### src/hw/rtl/mll_pkg.sv
// shared types and constants of the mipmap level locator
package mll_pkg;

  localparam int unsigned LVL_W   = 5;
  localparam int unsigned DIM_W   = 16;
  localparam int unsigned LEN_W   = 36;
  localparam int unsigned SZ_W    = 34;
  localparam int unsigned PROD_W  = 32;
  localparam int unsigned FMT_W   = 3;
  localparam int unsigned STAT_W  = 2;
  localparam int unsigned CIDX_W  = 2;
  localparam int unsigned STEP_W  = 3;

  localparam logic [LEN_W-1:0] HEADER_BYTES = LEN_W'(128);

  // result status codes
  localparam logic [STAT_W-1:0] ST_FIT   = 2'd0;
  localparam logic [STAT_W-1:0] ST_NONE  = 2'd1;
  localparam logic [STAT_W-1:0] ST_SHORT = 2'd2;

  // configuration register indexes
  localparam logic [CIDX_W-1:0] CFG_FORMAT = 2'd0;
  localparam logic [CIDX_W-1:0] CFG_WIDTH  = 2'd1;
  localparam logic [CIDX_W-1:0] CFG_HEIGHT = 2'd2;
  localparam logic [CIDX_W-1:0] CFG_LENGTH = 2'd3;

  typedef enum logic [FMT_W-1:0] {
    FMT_DXT1     = 3'd0,
    FMT_DXT3     = 3'd1,
    FMT_DXT5     = 3'd2,
    FMT_ARGB1555 = 3'd3,
    FMT_ARGB4    = 3'd4,
    FMT_RGB565   = 3'd5,
    FMT_RGB8     = 3'd6,
    FMT_ARGB8    = 3'd7
  } fmt_t;

  typedef logic [STEP_W-1:0] step_t;

  // microprogram step addresses
  localparam step_t STEP_LOAD  = 3'd0;
  localparam step_t STEP_HDR   = 3'd1;
  localparam step_t STEP_MUL   = 3'd2;
  localparam step_t STEP_SCALE = 3'd3;
  localparam step_t STEP_FIT   = 3'd4;
  localparam step_t STEP_EMIT  = 3'd5;

  typedef enum logic [2:0] {
    OP_LOAD  = 3'd0,
    OP_HDR   = 3'd1,
    OP_MUL   = 3'd2,
    OP_SCALE = 3'd3,
    OP_FIT   = 3'd4,
    OP_EMIT  = 3'd5
  } op_t;

  typedef enum logic [1:0] {
    HOLD_NONE = 2'd0,
    HOLD_IN   = 2'd1,
    HOLD_OUT  = 2'd2
  } hold_t;

  typedef enum logic [2:0] {
    COND_NEVER  = 3'd0,
    COND_ALWAYS = 3'd1,
    COND_SHORT  = 3'd2,
    COND_END    = 3'd3,
    COND_FIT    = 3'd4
  } cond_t;

  typedef struct packed {
    op_t   op;
    hold_t hold;
    cond_t cond;
    step_t target;
  } uword_t;

  // sequencer to datapath
  typedef struct packed {
    op_t  op;
    logic go;
  } ctrl_t;

  // datapath to sequencer
  typedef struct packed {
    logic short_hdr;
    logic loop_end;
    logic fits;
    logic out_free;
  } dp_stat_t;

endpackage

### src/hw/rtl/mll_if.sv
// channel interfaces of the mipmap level locator
interface mll_in_if;
  logic                       valid;
  logic                       ready;
  logic [mll_pkg::LVL_W-1:0]  requested_level;
  modport source (output valid, output requested_level, input ready);
  modport sink   (input valid, input requested_level, output ready);
endinterface

interface mll_out_if;
  logic                       valid;
  logic                       ready;
  logic [mll_pkg::LEN_W-1:0]  start_byte;
  logic [mll_pkg::SZ_W-1:0]   byte_count;
  logic [mll_pkg::LVL_W-1:0]  level_used;
  logic [mll_pkg::STAT_W-1:0] status;
  modport source (output valid, output start_byte, output byte_count, output level_used,
                  output status, input ready);
  modport sink   (input valid, input start_byte, input byte_count, input level_used,
                  input status, output ready);
endinterface

interface mll_cfg_if;
  logic                       valid;
  logic                       ready;
  logic [mll_pkg::CIDX_W-1:0] index;
  logic [mll_pkg::LEN_W-1:0]  data;
  modport source (output valid, output index, output data, input ready);
  modport sink   (input valid, input index, input data, output ready);
endinterface

### src/hw/rtl/mll_seq.sv
// microprogram sequencer: step counter, control store and jump logic
module mll_seq (
  input  logic              clk,
  input  logic              rst_n,
  input  logic              in_valid,
  input  mll_pkg::dp_stat_t stat,
  output mll_pkg::ctrl_t    ctrl
);

  mll_pkg::step_t  pc_r, pc_nxt;
  mll_pkg::uword_t uw;
  logic            go;
  logic            taken;

  // control store
  always_comb begin
    unique case (pc_r)
      mll_pkg::STEP_LOAD:
        uw = '{mll_pkg::OP_LOAD, mll_pkg::HOLD_IN, mll_pkg::COND_NEVER, mll_pkg::STEP_LOAD};
      mll_pkg::STEP_HDR:
        uw = '{mll_pkg::OP_HDR, mll_pkg::HOLD_NONE, mll_pkg::COND_SHORT, mll_pkg::STEP_EMIT};
      mll_pkg::STEP_MUL:
        uw = '{mll_pkg::OP_MUL, mll_pkg::HOLD_NONE, mll_pkg::COND_END, mll_pkg::STEP_EMIT};
      mll_pkg::STEP_SCALE:
        uw = '{mll_pkg::OP_SCALE, mll_pkg::HOLD_NONE, mll_pkg::COND_NEVER, mll_pkg::STEP_LOAD};
      mll_pkg::STEP_FIT:
        uw = '{mll_pkg::OP_FIT, mll_pkg::HOLD_NONE, mll_pkg::COND_FIT, mll_pkg::STEP_MUL};
      mll_pkg::STEP_EMIT:
        uw = '{mll_pkg::OP_EMIT, mll_pkg::HOLD_OUT, mll_pkg::COND_ALWAYS, mll_pkg::STEP_LOAD};
      default:
        uw = '{mll_pkg::OP_EMIT, mll_pkg::HOLD_NONE, mll_pkg::COND_ALWAYS, mll_pkg::STEP_LOAD};
    endcase
  end

  always_comb begin
    unique case (uw.hold)
      mll_pkg::HOLD_IN:  go = in_valid;
      mll_pkg::HOLD_OUT: go = stat.out_free;
      default:           go = 1'b1;
    endcase
    unique case (uw.cond)
      mll_pkg::COND_ALWAYS: taken = 1'b1;
      mll_pkg::COND_SHORT:  taken = stat.short_hdr;
      mll_pkg::COND_END:    taken = stat.loop_end;
      mll_pkg::COND_FIT:    taken = stat.fits;
      default:              taken = 1'b0;
    endcase
    if (!go) begin
      pc_nxt = pc_r;
    end else if (taken) begin
      pc_nxt = uw.target;
    end else begin
      pc_nxt = pc_r + mll_pkg::STEP_W'(1);
    end
  end

  always_ff @(posedge clk) begin
    if (!rst_n) begin
      pc_r <= mll_pkg::STEP_LOAD;
    end else begin
      pc_r <= pc_nxt;
    end
  end

  assign ctrl.op = uw.op;
  assign ctrl.go = go;

  a_accept_to_hdr: assert property (@(posedge clk) disable iff (!rst_n)
    (pc_r == mll_pkg::STEP_LOAD && in_valid) |=> pc_r == mll_pkg::STEP_HDR)
    else $error("accepted request did not start the header check");

  a_pc_range: assert property (@(posedge clk) disable iff (!rst_n)
    pc_r <= mll_pkg::STEP_EMIT)
    else $error("step counter left the program");

  a_emit_holds: assert property (@(posedge clk) disable iff (!rst_n)
    (pc_r == mll_pkg::STEP_EMIT && !stat.out_free) |=> pc_r == mll_pkg::STEP_EMIT)
    else $error("result step left while output register was full");

endmodule

### src/hw/rtl/mll_dp.sv
// level walk datapath: size multiplier, offset accumulator, fit compare, output register
module mll_dp #(
  parameter int unsigned MAX_LEVELS = 32
) (
  input  logic                        clk,
  input  logic                        rst_n,
  input  mll_pkg::ctrl_t              ctrl,
  output mll_pkg::dp_stat_t           stat,
  input  logic                        in_valid,
  input  logic [mll_pkg::LVL_W-1:0]   in_level,
  input  mll_pkg::fmt_t               cfg_fmt,
  input  logic [mll_pkg::DIM_W-1:0]   cfg_width,
  input  logic [mll_pkg::DIM_W-1:0]   cfg_height,
  input  logic [mll_pkg::LEN_W-1:0]   cfg_length,
  input  logic                        out_ready,
  output logic                        out_valid,
  output logic [mll_pkg::LEN_W-1:0]   out_start,
  output logic [mll_pkg::SZ_W-1:0]    out_count,
  output logic [mll_pkg::LVL_W-1:0]   out_level,
  output logic [mll_pkg::STAT_W-1:0]  out_status
);

  localparam int unsigned IDX_W = $clog2(MAX_LEVELS + 1);
  localparam int unsigned LVL_W = mll_pkg::LVL_W;
  localparam int unsigned DIM_W = mll_pkg::DIM_W;
  localparam int unsigned LEN_W = mll_pkg::LEN_W;
  localparam int unsigned SZ_W  = mll_pkg::SZ_W;
  localparam int unsigned PROD_W = mll_pkg::PROD_W;
  localparam logic [LVL_W-1:0] LVL_MAX = LVL_W'(MAX_LEVELS - 1);

  logic [LVL_W-1:0]  req_r;
  logic [DIM_W-1:0]  w_r, h_r;
  logic [IDX_W-1:0]  idx_r;
  logic [PROD_W-1:0] prod_r;
  logic [SZ_W-1:0]   sz_r;
  logic [LEN_W-1:0]  start_r;
  logic [LEN_W-1:0]  best_start_r;
  logic [SZ_W-1:0]   best_sz_r;
  logic [LVL_W-1:0]  best_lvl_r;
  logic              found_r;
  logic              short_r;
  logic              out_valid_r;
  logic [LEN_W-1:0]  out_start_r;
  logic [SZ_W-1:0]   out_count_r;
  logic [LVL_W-1:0]  out_level_r;
  logic [mll_pkg::STAT_W-1:0] out_status_r;

  logic [DIM_W-1:0]  wc, hc;
  logic [DIM_W:0]    mul_a, mul_b;
  logic [2*DIM_W+1:0] mul_p;
  logic              compressed;
  logic [SZ_W-1:0]   sz_nxt;
  logic [LEN_W:0]    end_sum;
  logic [LVL_W-1:0]  req_sat;
  logic              out_free;

  // level dims clamped to one
  assign wc = (w_r == '0) ? DIM_W'(1) : w_r;
  assign hc = (h_r == '0) ? DIM_W'(1) : h_r;
  assign compressed = (cfg_fmt == mll_pkg::FMT_DXT1) || (cfg_fmt == mll_pkg::FMT_DXT3) ||
                      (cfg_fmt == mll_pkg::FMT_DXT5);
  // block counts round up to 4x4 for the compressed formats
  assign mul_a = compressed ? ((DIM_W + 1)'(wc) + (DIM_W + 1)'(3)) >> 2 : (DIM_W + 1)'(wc);
  assign mul_b = compressed ? ((DIM_W + 1)'(hc) + (DIM_W + 1)'(3)) >> 2 : (DIM_W + 1)'(hc);
  assign mul_p = mul_a * mul_b;

  always_comb begin
    unique case (cfg_fmt)
      mll_pkg::FMT_DXT1:     sz_nxt = SZ_W'({prod_r, 3'b000});
      mll_pkg::FMT_DXT3,
      mll_pkg::FMT_DXT5:     sz_nxt = SZ_W'({prod_r, 4'b0000});
      mll_pkg::FMT_ARGB1555,
      mll_pkg::FMT_ARGB4,
      mll_pkg::FMT_RGB565:   sz_nxt = SZ_W'({prod_r, 1'b0});
      mll_pkg::FMT_RGB8:     sz_nxt = SZ_W'(prod_r) + SZ_W'({prod_r, 1'b0});
      mll_pkg::FMT_ARGB8:    sz_nxt = SZ_W'({prod_r, 2'b00});
      default:               sz_nxt = '0;
    endcase
  end

  assign end_sum  = (LEN_W + 1)'(start_r) + (LEN_W + 1)'(sz_r);
  assign req_sat  = (in_level > LVL_MAX) ? LVL_MAX : in_level;
  assign out_free = !out_valid_r || out_ready;

  assign stat.short_hdr = cfg_length < mll_pkg::HEADER_BYTES;
  assign stat.loop_end  = (idx_r > IDX_W'(req_r)) || (w_r == '0 && h_r == '0);
  assign stat.fits      = end_sum <= (LEN_W + 1)'(cfg_length);
  assign stat.out_free  = out_free;

  always_ff @(posedge clk) begin
    if (!rst_n) begin
      found_r     <= 1'b1;
      short_r     <= 1'b0;
      out_valid_r <= 1'b0;
    end else begin
      unique case (ctrl.op)
        mll_pkg::OP_LOAD: begin
          if (in_valid) begin
            found_r <= 1'b1;
          end
        end
        mll_pkg::OP_HDR: short_r <= stat.short_hdr;
        mll_pkg::OP_FIT: begin
          if (!stat.fits && idx_r == '0) begin
            found_r <= 1'b0;
          end
        end
        mll_pkg::OP_EMIT: begin
          if (ctrl.go) begin
            out_valid_r <= 1'b1;
          end
        end
        default: ;
      endcase
      if (out_valid_r && out_ready && !(ctrl.op == mll_pkg::OP_EMIT)) begin
        out_valid_r <= 1'b0;
      end
    end
  end

  always_ff @(posedge clk) begin
    unique case (ctrl.op)
      mll_pkg::OP_LOAD: begin
        if (in_valid) begin
          req_r        <= req_sat;
          w_r          <= cfg_width;
          h_r          <= cfg_height;
          idx_r        <= '0;
          start_r      <= mll_pkg::HEADER_BYTES;
          best_start_r <= mll_pkg::HEADER_BYTES;
          best_sz_r    <= '0;
          best_lvl_r   <= '0;
        end
      end
      mll_pkg::OP_MUL: begin
        w_r    <= wc;
        h_r    <= hc;
        prod_r <= mul_p[PROD_W-1:0];
      end
      mll_pkg::OP_SCALE: sz_r <= sz_nxt;
      mll_pkg::OP_FIT: begin
        if (stat.fits) begin
          best_start_r <= start_r;
          best_sz_r    <= sz_r;
          best_lvl_r   <= idx_r[LVL_W-1:0];
          start_r      <= end_sum[LEN_W-1:0];
          w_r          <= w_r >> 1;
          h_r          <= h_r >> 1;
          idx_r        <= idx_r + IDX_W'(1);
        end
      end
      mll_pkg::OP_EMIT: begin
        if (ctrl.go) begin
          if (short_r) begin
            out_start_r  <= '0;
            out_count_r  <= '0;
            out_level_r  <= '0;
            out_status_r <= mll_pkg::ST_SHORT;
          end else begin
            out_start_r  <= best_start_r;
            out_count_r  <= best_sz_r;
            out_level_r  <= best_lvl_r;
            out_status_r <= found_r ? mll_pkg::ST_FIT : mll_pkg::ST_NONE;
          end
        end
      end
      default: ;
    endcase
  end

  assign out_valid  = out_valid_r;
  assign out_start  = out_start_r;
  assign out_count  = out_count_r;
  assign out_level  = out_level_r;
  assign out_status = out_status_r;

  a_short_empty: assert property (@(posedge clk) disable iff (!rst_n)
    (out_valid_r && out_status_r == mll_pkg::ST_SHORT) |->
      (out_start_r == '0 && out_count_r == '0 && out_level_r == '0))
    else $error("short file result carries a range");

  a_range_in_file: assert property (@(posedge clk) disable iff (!rst_n)
    (out_valid_r && out_status_r == mll_pkg::ST_FIT) |->
      ((LEN_W + 1)'(out_start_r) + (LEN_W + 1)'(out_count_r) <= (LEN_W + 1)'(cfg_length)))
    else $error("located level runs past the file end");

  a_walk_step: assert property (@(posedge clk) disable iff (!rst_n)
    (ctrl.op == mll_pkg::OP_FIT && stat.fits) |=> idx_r == $past(idx_r) + IDX_W'(1))
    else $error("level index did not advance after a fitting level");

endmodule

### src/hw/rtl/mipmap_level_locator.sv
// top level of the mipmap level locator: config registers, sequencer and datapath
//
//  channel  dir  signals                                          transaction
//  in_ch    in   valid ready requested_level                      one level request
//  out_ch   out  valid ready start_byte byte_count level_used status  one located range
//  cfg_ch   in   valid ready index data                           one register write
//
// a file shorter than the header goes from the header check straight to the result step;
// otherwise the walk stops after the requested level, at the end of the chain, or at the
// first level that runs past the file end
// the level loop runs on one shared 17x17 multiplier, one scaler and one 37-bit
// add and compare, stepped by the microprogram through its multiply, scale and fit steps
// reset (synchronous, rst_n low) zeroes the config registers, clears output valid
// and parks the sequencer at the request step
// a new request is taken while the previous result waits in the output register;
// the sequencer only stalls at its result step when that register is still full
module mipmap_level_locator #(
  parameter int unsigned MAX_LEVELS = 32
) (
  input  logic      clk,
  input  logic      rst_n,
  mll_in_if.sink    in_ch,
  mll_out_if.source out_ch,
  mll_cfg_if.sink   cfg_ch
);

  mll_pkg::fmt_t                  fmt_r;
  logic [mll_pkg::DIM_W-1:0]      width_r;
  logic [mll_pkg::DIM_W-1:0]      height_r;
  logic [mll_pkg::LEN_W-1:0]      length_r;

  mll_pkg::ctrl_t    ctrl;
  mll_pkg::dp_stat_t stat;

  // config writes are always taken
  assign cfg_ch.ready = 1'b1;

  always_ff @(posedge clk) begin
    if (!rst_n) begin
      fmt_r    <= mll_pkg::FMT_DXT1;
      width_r  <= '0;
      height_r <= '0;
      length_r <= '0;
    end else if (cfg_ch.valid) begin
      unique case (cfg_ch.index)
        mll_pkg::CFG_FORMAT: fmt_r    <= mll_pkg::fmt_t'(cfg_ch.data[mll_pkg::FMT_W-1:0]);
        mll_pkg::CFG_WIDTH:  width_r  <= cfg_ch.data[mll_pkg::DIM_W-1:0];
        mll_pkg::CFG_HEIGHT: height_r <= cfg_ch.data[mll_pkg::DIM_W-1:0];
        mll_pkg::CFG_LENGTH: length_r <= cfg_ch.data;
        default: ;
      endcase
    end
  end

  // request taken only at the program's first step
  assign in_ch.ready = (ctrl.op == mll_pkg::OP_LOAD);

  mll_seq u_seq (
    .clk      (clk),
    .rst_n    (rst_n),
    .in_valid (in_ch.valid),
    .stat     (stat),
    .ctrl     (ctrl)
  );

  mll_dp #(
    .MAX_LEVELS (MAX_LEVELS)
  ) u_dp (
    .clk        (clk),
    .rst_n      (rst_n),
    .ctrl       (ctrl),
    .stat       (stat),
    .in_valid   (in_ch.valid),
    .in_level   (in_ch.requested_level),
    .cfg_fmt    (fmt_r),
    .cfg_width  (width_r),
    .cfg_height (height_r),
    .cfg_length (length_r),
    .out_ready  (out_ch.ready),
    .out_valid  (out_ch.valid),
    .out_start  (out_ch.start_byte),
    .out_count  (out_ch.byte_count),
    .out_level  (out_ch.level_used),
    .out_status (out_ch.status)
  );

endmodule

### src/flat_wrapper.sv
// flat-port wrapper written by rule: the top's interface ports become plain ports
module mipmap_level_locator_flat 
#(
  parameter int unsigned MAX_LEVELS = 32
)
  (clk, rst_n, in_ch_valid, in_ch_requested_level, in_ch_ready, out_ch_valid, out_ch_start_byte, out_ch_byte_count, out_ch_level_used, out_ch_status, out_ch_ready, cfg_ch_valid, cfg_ch_index, cfg_ch_data, cfg_ch_ready);
  mll_in_if in_ch_i ();
  mll_out_if out_ch_i ();
  mll_cfg_if cfg_ch_i ();
  input  logic clk;
  input  logic rst_n;
  input wire logic [$bits(in_ch_i.valid)-1:0] in_ch_valid;
  input wire logic [$bits(in_ch_i.requested_level)-1:0] in_ch_requested_level;
  output wire logic [$bits(in_ch_i.ready)-1:0] in_ch_ready;
  output wire logic [$bits(out_ch_i.valid)-1:0] out_ch_valid;
  output wire logic [$bits(out_ch_i.start_byte)-1:0] out_ch_start_byte;
  output wire logic [$bits(out_ch_i.byte_count)-1:0] out_ch_byte_count;
  output wire logic [$bits(out_ch_i.level_used)-1:0] out_ch_level_used;
  output wire logic [$bits(out_ch_i.status)-1:0] out_ch_status;
  input wire logic [$bits(out_ch_i.ready)-1:0] out_ch_ready;
  input wire logic [$bits(cfg_ch_i.valid)-1:0] cfg_ch_valid;
  input wire logic [$bits(cfg_ch_i.index)-1:0] cfg_ch_index;
  input wire logic [$bits(cfg_ch_i.data)-1:0] cfg_ch_data;
  output wire logic [$bits(cfg_ch_i.ready)-1:0] cfg_ch_ready;
  assign in_ch_i.valid = in_ch_valid;
  assign in_ch_i.requested_level = in_ch_requested_level;
  assign in_ch_ready = in_ch_i.ready;
  assign out_ch_valid = out_ch_i.valid;
  assign out_ch_start_byte = out_ch_i.start_byte;
  assign out_ch_byte_count = out_ch_i.byte_count;
  assign out_ch_level_used = out_ch_i.level_used;
  assign out_ch_status = out_ch_i.status;
  assign out_ch_i.ready = out_ch_ready;
  assign cfg_ch_i.valid = cfg_ch_valid;
  assign cfg_ch_i.index = cfg_ch_index;
  assign cfg_ch_i.data = cfg_ch_data;
  assign cfg_ch_ready = cfg_ch_i.ready;
  mipmap_level_locator #(.MAX_LEVELS(MAX_LEVELS)) u_core (.clk(clk), .rst_n(rst_n), .in_ch(in_ch_i), .out_ch(out_ch_i), .cfg_ch(cfg_ch_i));
endmodule
### config.mk
export PLATFORM = sky130hd
export DESIGN_NAME = mipmap_level_locator_flat
export DESIGN_NICKNAME = d
export VERILOG_FILES = /design/src/hw/rtl/mll_pkg.sv /design/src/hw/rtl/mll_if.sv /design/src/hw/rtl/mll_seq.sv /design/src/hw/rtl/mll_dp.sv /design/src/hw/rtl/mipmap_level_locator.sv /design/src/flat_wrapper.sv
export SDC_FILE = /design/constraint.sdc
export NUM_CORES = 1
export LEC_CHECK = 0
export BUFFER_PORTS_ARGS = -buffer_cell sky130_fd_sc_hd__buf_2
export CAP_MARGIN = 20
export CORE_MARGIN = 5
export CORE_UTILIZATION = 30
export CTS_BUF_LIST = sky130_fd_sc_hd__clkbuf_4
export DETAILED_ROUTE_END_ITERATION = 8
export PLACE_DENSITY_LB_ADDON = 0.1
export RECOVER_POWER = 100
export SYNTH_ARGS = -nofsm -noshare
export SYNTH_HDL_FRONTEND = slang
export SYNTH_SLANG_ARGS = --single-unit
### constraint.sdc
create_clock -name clk -period 7.5 [get_ports clk]
set_clock_uncertainty 0.1 [all_clocks]
set_input_delay 1.5 -clock clk [delete_from_list [all_inputs] [get_ports clk]]
set_output_delay 1.5 -clock clk [all_outputs]
set_load 0.02 [all_outputs]
==> flow_summary.json, run 1 <==
{
  "slowest_delay_ps": 540,
  "cts_hold_buf": 0,
  "rows": 114,
  "hold_class": "flip-flop to flip-flop",
  "critPathRequiredTime_ps": 8030,
  "via_per_inst": 4.84,
  "grt_antenna_before_repair": 3,
  "clock_latency_ps": 940,
  "wl_per_cell_um": 18.7,
  "dr.pass1.iters": 5,
  "rsz0062_at_grt": "true",
  "finalCritPeriodShare": 0.995,
  "critPathCaptureType": "flip-flop",
  "max_freq_ghz": 0.134,
  "r2r_setup_slack_ps": 40,
  "cts_num_sinks": 374,
  "die_x_um": 323,
  "multiInputGateArea_um2": 17500,
  "postSynthCellCount": 3122,
  "fp.dieH_um": 323,
  "layout_setup_ws_ps": 40.9,
  "ios": 128,
  "drive_above_1_share": 0.154,
  "start_kind": "flip-flop",
  "root_buffer": "clkbuf_4",
  "fillCellCount": 9974,
  "place_hpwl_mm": 71.5,
  "grt_pass1_wl_mm": 139,
  "dieArea_um2": 104000,
  "reg2reg_depth": 30,
  "drc": 0,
  "run_status": "finished, violations left",
  "cts_max_level": 3,
  "grt_usage": 0.170,
  "syn_nets": 3584,
  "nets": 3879,
  "wirelength_mm": 89.5,
  "grt_pass1_vias": 24100,
  "cts_tree": "yes",
  "worst_pin_slew_ps": 3980,
  "layout_min_cycle_time_ps": 7460,
  "slew_headroom": -1.65,
  "area_growth_pct": 17.3,
  "drt_iter0_markers": 1272,
  "ys_warn_count": 0,
  "min_path_cells": 2,
  "drtAntennaViolNets": 0,
  "io_buffers": 126,
  "synth.distinct_cells": 90,
  "grt_overflow_total": 0,
  "setup_violations": 0,
  "slew_viol_final": 496,
  "core_um2": 96900,
  "cp_max_fo": 6,
  "violations": "capacitance limit, slew limit",
  "grt_max_degree": 110,
  "critPathSlowestCell": "fa_1",
  "seqCellArea_um2": 10500,
  "syn_avg_cell_area_um2": 9.40,
  "cts-buffers-inserted": 106,
  "start_util": 0.303,
  "hold_violations": 0,
  "synth_edf_count": 297,
  "num_vias": 23100,
  "dp_slack_ps": -218,
  "maxCapViolations": 9,
  "ys_seq_area_frac": 0.356,
  "ys_ff_latch": 374,
  "cp_common_cell": "fa_1",
  "crit_arrival_ps": 7990,
  "cts.clk_slew.worst_paths_ps": 70,
  "timing.hold.ws_ps": 367,
  "synth_ff_type": "edfxtp_1",
  "gp_congestion": 0.921,
  "clock_path_buffers": 3,
  "worst-setup-path-type": "flip-flop to flip-flop",
  "async_flop_share": 0,
  "netlist_area_um2": 29400
}
-- layout make-up --
cell class | instances | area share
flip-flops and latches | 374 | 0.304
diodes | 5 | 0.000363
clock inverters | 40 | 0.00810
repair buffers | 345 | 0.0661
well taps | 1276 | 0.0464
clock buffers | 149 | 0.0325
multi-input cells | 2260 | 0.507
inverters | 330 | 0.0360
-- logic make-up after synthesis --
group | after synthesis | share of synthesized area
other | 1 | 0.000128
adder cells (fa/ha/maj) | 414 | 0.227
multiplexers | 11 | 0.00379
buffers and inverters | 488 | 0.0641
AND/OR/NAND/NOR | 1097 | 0.175
XOR/XNOR | 93 | 0.0277
flip-flops | 374 | 0.356
AO/OA/AOI/OAI | 644 | 0.146
-- state kept, by name (all words and copies together) (netlist names), 32 cells and up --
name / cells
u_core.length_r: 36
u_core.u_dp.best_start_r: 36
u_core.u_dp.out_start: 36
u_core.u_dp.start_r: 36
u_core.u_dp.best_sz_r: 34
u_core.u_dp.out_count: 34
u_core.u_dp.sz_r: 34
u_core.u_dp.prod_r: 32
-- path summary, 6_finish.rpt --
| kind | from | endpoint |
|---|---|---|
| worst max-delay path | u_core.u_dp.w_r[4]$_DFFE_PP_ | u_core.u_dp.prod_r[30]$_DFFE_PN_ |
| worst min-delay path | u_core.length_r[6]$_SDFFE_PN0P_ | u_core.length_r[6]$_SDFFE_PN0P_ |
| worst max register to register | u_core.u_dp.w_r[4]$_DFFE_PP_ | u_core.u_dp.prod_r[30]$_DFFE_PN_ |
| worst min register to register | u_core.length_r[6]$_SDFFE_PN0P_ | u_core.length_r[6]$_SDFFE_PN0P_ |
-- Yosys cell counts, types with 14 or more instances --
master    number  share of area
nor4_1        14         0.0030
edfxtp_1     297           0.30
ha_1         218          0.093
xor2_1        33         0.0098
nand4_1       18         0.0038
o211ai_1      18         0.0046
nand3_1       55         0.0094
o21ai_0       99          0.017
dfxtp_1       77          0.053
xnor2_1       60          0.018
nor2b_1       91          0.019
a21boi_0      77          0.020
clkbuf_1     133          0.017
a21o_1        64          0.016
nand2_1      455          0.058
nor2_1       222          0.028
fa_1         196           0.13
a211oi_1      18         0.0046
and3_1        34         0.0072
nor3_1        21         0.0036
a21oi_1      183          0.031
nand2b_1      16         0.0034
inv_1        329          0.042
a31oi_1       18         0.0038
a22oi_1       31         0.0079
and2_1       124          0.026
o21a_1        19         0.0049
-- repair_timing --
action	CTS	global route
setup endpoints to repair	7	14
gates cloned	0	0
pin swaps	53	61
resized for setup	63	52
setup buffers	22	5
-- metrics by stage --
stage / util / std cells / area [um2] / setup TNS [ps]
floorplan: - / 3122 / 29400 / 0
global route: 0.356 / 4778 / 34400 / -14800
CTS: 0.355 / 4767 / 34400 / 0
finish: 0.356 / 4779 / 34400 / 0
global placement: 0.336 / 4555 / 32500 / -316
detailed placement: 0.336 / 4556 / 32600 / -756
-- worst max-delay path: cells and delay by family, from the launching register on --
| kind | cells | cell delay [ps] |
|---|---|---|
| fa+ha+maj | 7 | 3210 |
| xor+xnor | 1 | 130 |
| flops | 1 | 450 |
| simple gates | 8 | 1580 |
| buf+inv | 7 | 560 |
| compound gates | 7 | 1080 |
-- routing by layer --
metal / global-route usage / up-vias / share of wire
met1: 0.216 / 11200 / 0.44
met3: 0.0262 / 158 / 0.038
li1: - / 11300 / -
met4: 0.0585 / 0 / 0.034
met2: 0.296 / 488 / 0.49
met5: 0 / - / 0
-- cell usage in the layout (no fill, tap or decap), types with 12 or more instances in the layout --
cell	n
a211oi_1	17
a21boi_0	76
a21o_1	60
a21oi_1	172
a22oi_1	29
a31oi_1	17
and2_0	69
and2_1	53
and3_1	30
buf_2	45
buf_4	182
clkbuf_1	96
clkbuf_4	150
clkinv_1	27
dfxtp_1	77
edfxtp_1	297
fa_1	186
ha_1	208
inv_1	317
inv_2	12
nand2_1	451
nand2b_1	16
nand3_1	52
nand4_1	18
nor2_1	215
nor2b_1	91
nor3_1	21
o211ai_1	18
o21a_1	19
o21ai_0	93
o22ai_1	12
xnor2_1	60
xor2_1	33
Power of run 1 is left out: the tool's default activity adds up to more than one toggle a clock period on the data nets, which glitch-free logic cannot reach.
==> run 2: changes to the inputs <==
- CTS_BUF_LIST: sky130_fd_sc_hd__clkbuf_4 -> sky130_fd_sc_hd__clkbuf_4 sky130_fd_sc_hd__clkbuf_8
- SYNTH_HIERARCHICAL: not set -> 1
==> flow_summary.json, run 2 <==
{
  "critPathCaptureType": "flip-flop",
  "hold_path_end": "u_core/length_r[4]$_SDFFE_PN0P_",
  "ios": 128,
  "syn_nets": 3436,
  "reg2reg_depth": 28,
  "final.setup.tns_ps": 0,
  "layout_min_cycle_time_ps": 7440,
  "via_per_inst": 4.86,
  "synth_top_family_by_area": "adder cells",
  "cts.clk_slew.worst_paths_ps": 60,
  "num_vias": 22700,
  "ys_top_cells_by_count": "nand2_1, inv_1, edfxtp_1",
  "rows": 114,
  "grt_pass1_vias": 23300,
  "dr.pass1.iters": 6,
  "fp.dieH_um": 322,
  "multiInputGateArea_um2": 17500,
  "worst_pin_slew_ps": 3890,
  "synth-adder-area-share": 0.228,
  "layout_common_cells": "nand2_1, edfxtp_1, inv_1, buf_4, nor2_1",
  "grt_antenna_before_repair": 2,
  "dieArea_um2": 104000,
  "synth-xor-area-share": 0.0273,
  "async_flop_share": 0,
  "drt_iter0_markers": 1272,
  "grt_overflow_total": 0,
  "wl_per_cell_um": 19.4,
  "clock_path_buffers": 3,
  "cts-buffers-inserted": 71,
  "cp_max_fo": 8,
  "yosysMostFrequentCell": "nand2_1",
  "synth_compound_area_frac": 0.124,
  "cts_num_sinks": 374,
  "setup_violations": 0,
  "r2r-end": "u_core/u_dp/prod_r[30]$_DFFE_PP_",
  "grt_usage": 0.171,
  "run_status": "finished, violations left",
  "drc": 0,
  "ys_warn_count": 6,
  "grt_max_degree": 110,
  "ys_seq_area_frac": 0.358,
  "hp-start": "u_core/length_r[4]$_SDFFE_PN0P_",
  "max_freq_ghz": 0.134,
  "gp_congestion": 0.904,
  "slew_headroom": -1.59,
  "rsz0062_at_grt": "true",
  "drtAntennaViolNets": 0,
  "seqCellArea_um2": 10500,
  "finalCritPeriodShare": 0.992,
  "critPathSlowestCell": "fa_1",
  "path_delay_family": "adder cells",
  "syn_avg_cell_area_um2": 9.81,
  "area_growth_pct": 21.5,
  "cts_tree": "yes",
  "synth_area_leaders": "edfxtp_1, fa_1, ha_1",
  "violations": "capacitance limit, slew limit",
  "yosys.area.top_type": "edfxtp_1",
  "critPathRequiredTime_ps": 7780,
  "cts_max_level": 3,
  "die_x_um": 322,
  "slew_viol_final": 512,
  "worst-setup-path-type": "flip-flop to flip-flop",
  "synth_top_area_share": 0.306,
  "grt_pass1_wl_mm": 139,
  "path_buf_inv": 6,
  "synthMuxAreaShare": 0.0300,
  "rr_startpoint": "u_core/u_dp/w_r[1]$_DFFE_PP_",
  "drive_above_1_share": 0.194,
  "ys_ff_latch": 374,
  "hold_class": "flip-flop to flip-flop",
  "netlist_area_um2": 29200,
  "start_kind": "flip-flop",
  "start_util": 0.302,
  "crit_arrival_ps": 7720,
  "io_buffers": 126,
  "synth_ff_type": "edfxtp_1",
  "fillCellCount": 9788,
  "wirelength_mm": 90.6,
  "r2r_setup_slack_ps": 60,
  "cts_hold_buf": 0,
  "synth_edf_count": 297,
  "postSynthCellCount": 2974,
  "hold_violations": 0,
  "nets": 3805,
  "core_um2": 96600,
  "final_common_cell": "nand2_1",
  "synthSimpleGateAreaFrac": 0.167,
  "clock_latency_ps": 640,
  "min_path_cells": 2,
  "maxCapViolations": 9,
  "root_buffer": "clkbuf_8",
  "synth.distinct_cells": 100,
  "slowest_delay_ps": 600,
  "place_hpwl_mm": 71.3
}
[run 2: changes by cell type after synthesis, moves of 14 or more]
cell,change
nor2b_1,+16
o21ai_1,+17
mux2i_1,+74
a21oi_1,-38
clkbuf_1,-43
o211ai_1,-16
inv_1,-27
nand3_1,-17
a21boi_0,-72
o22ai_1,+14
nand2_1,-76
o21ai_0,-34
[run 2: worst reg2reg max path: cells and delay by family (launching register included)]
kind / cells / cell delay (ps)
AO/OA/AOI/OAI: 7 / 1530
XOR/XNOR: 1 / 130
adder cells (fa/ha/maj): 7 / 3220
buffers and inverters: 6 / 780
flip-flops: 1 / 430
AND/OR/NAND/NOR: 7 / 1010
[run 2: logic make-up after synthesis]
logic type               after synthesis
XOR/XNOR                              91
flip-flops                           374
buffers and inverters                449
adder cells (fa/ha/maj)              415
AO/OA/AOI/OAI                        533
AND/OR/NAND/NOR                     1024
multiplexers                          87
other                                  1
[run 2: per-stage QoR]
stage          hold slack [ps]  instances  setup WS (ps)  instance area, um2   util
2_1_floorplan              334       2974           5.30               29200      -
3_5_place_dp               355       4493           -566               32900  0.340
5_1_grt                    387       4677           -256               35500  0.367
3_3_place_gp               350       4493           -505               32900  0.340
6_report                   361       4677           56.9               35500  0.367
4_1_cts                    365       4662          -38.8               35300  0.365
[run 2: worst max-delay path by stage]
stage	startpoint	endpoint	slack (ps)	depth (start not counted)
final	u_core/u_dp/w_r[1]$_DFFE_PP_	u_core/u_dp/prod_r[30]$_DFFE_PP_	60	28
after global routing	u_core/u_dp/h_r[0]$_DFFE_PP_	u_core/u_dp/prod_r[30]$_DFFE_PP_	-260	32
after CTS	u_core/u_dp/w_r[1]$_DFFE_PP_	u_core/u_dp/prod_r[30]$_DFFE_PP_	-40	28
after detailed placement	u_core/u_dp/h_r[0]$_DFFE_PP_	u_core/u_dp/prod_r[30]$_DFFE_PP_	-570	27
after global placement	u_core/u_dp/w_r[0]$_DFFE_PP_	u_core/u_dp/prod_r[18]$_DFFE_PP_	-510	28
after floorplan	u_core/u_dp/h_r[3]$_DFFE_PP_	u_core/u_dp/prod_r[31]$_DFFE_PP_	5	28
[run 2: routing by layer]
metal	GRT usage	wire, um	vias up
met5	0	0	-
met4	0.0514	2580	0
met3	0.0221	3750	130
met2	0.288	43300	512
met1	0.232	41000	11200
li1	-	-	10900
[run 2: what timing repair did]
action	CTS	global route
buffers inserted	39	16
setup endpoints to repair	16	13
pin swaps	87	84
gates resized for setup	104	92
[run 2: final cells by class]
type / instances / share of cell area
tap: 1276 / 0.0450
sequential: 374 / 0.295
antenna: 1 / 0.0000706
clock buffer: 93 / 0.0338
clock inverter: 37 / 0.0128
timing repair buffer: 442 / 0.0880
multi-input combinational: 2151 / 0.493
inverter: 303 / 0.0321
Power of run 2 is left out for the same reason.
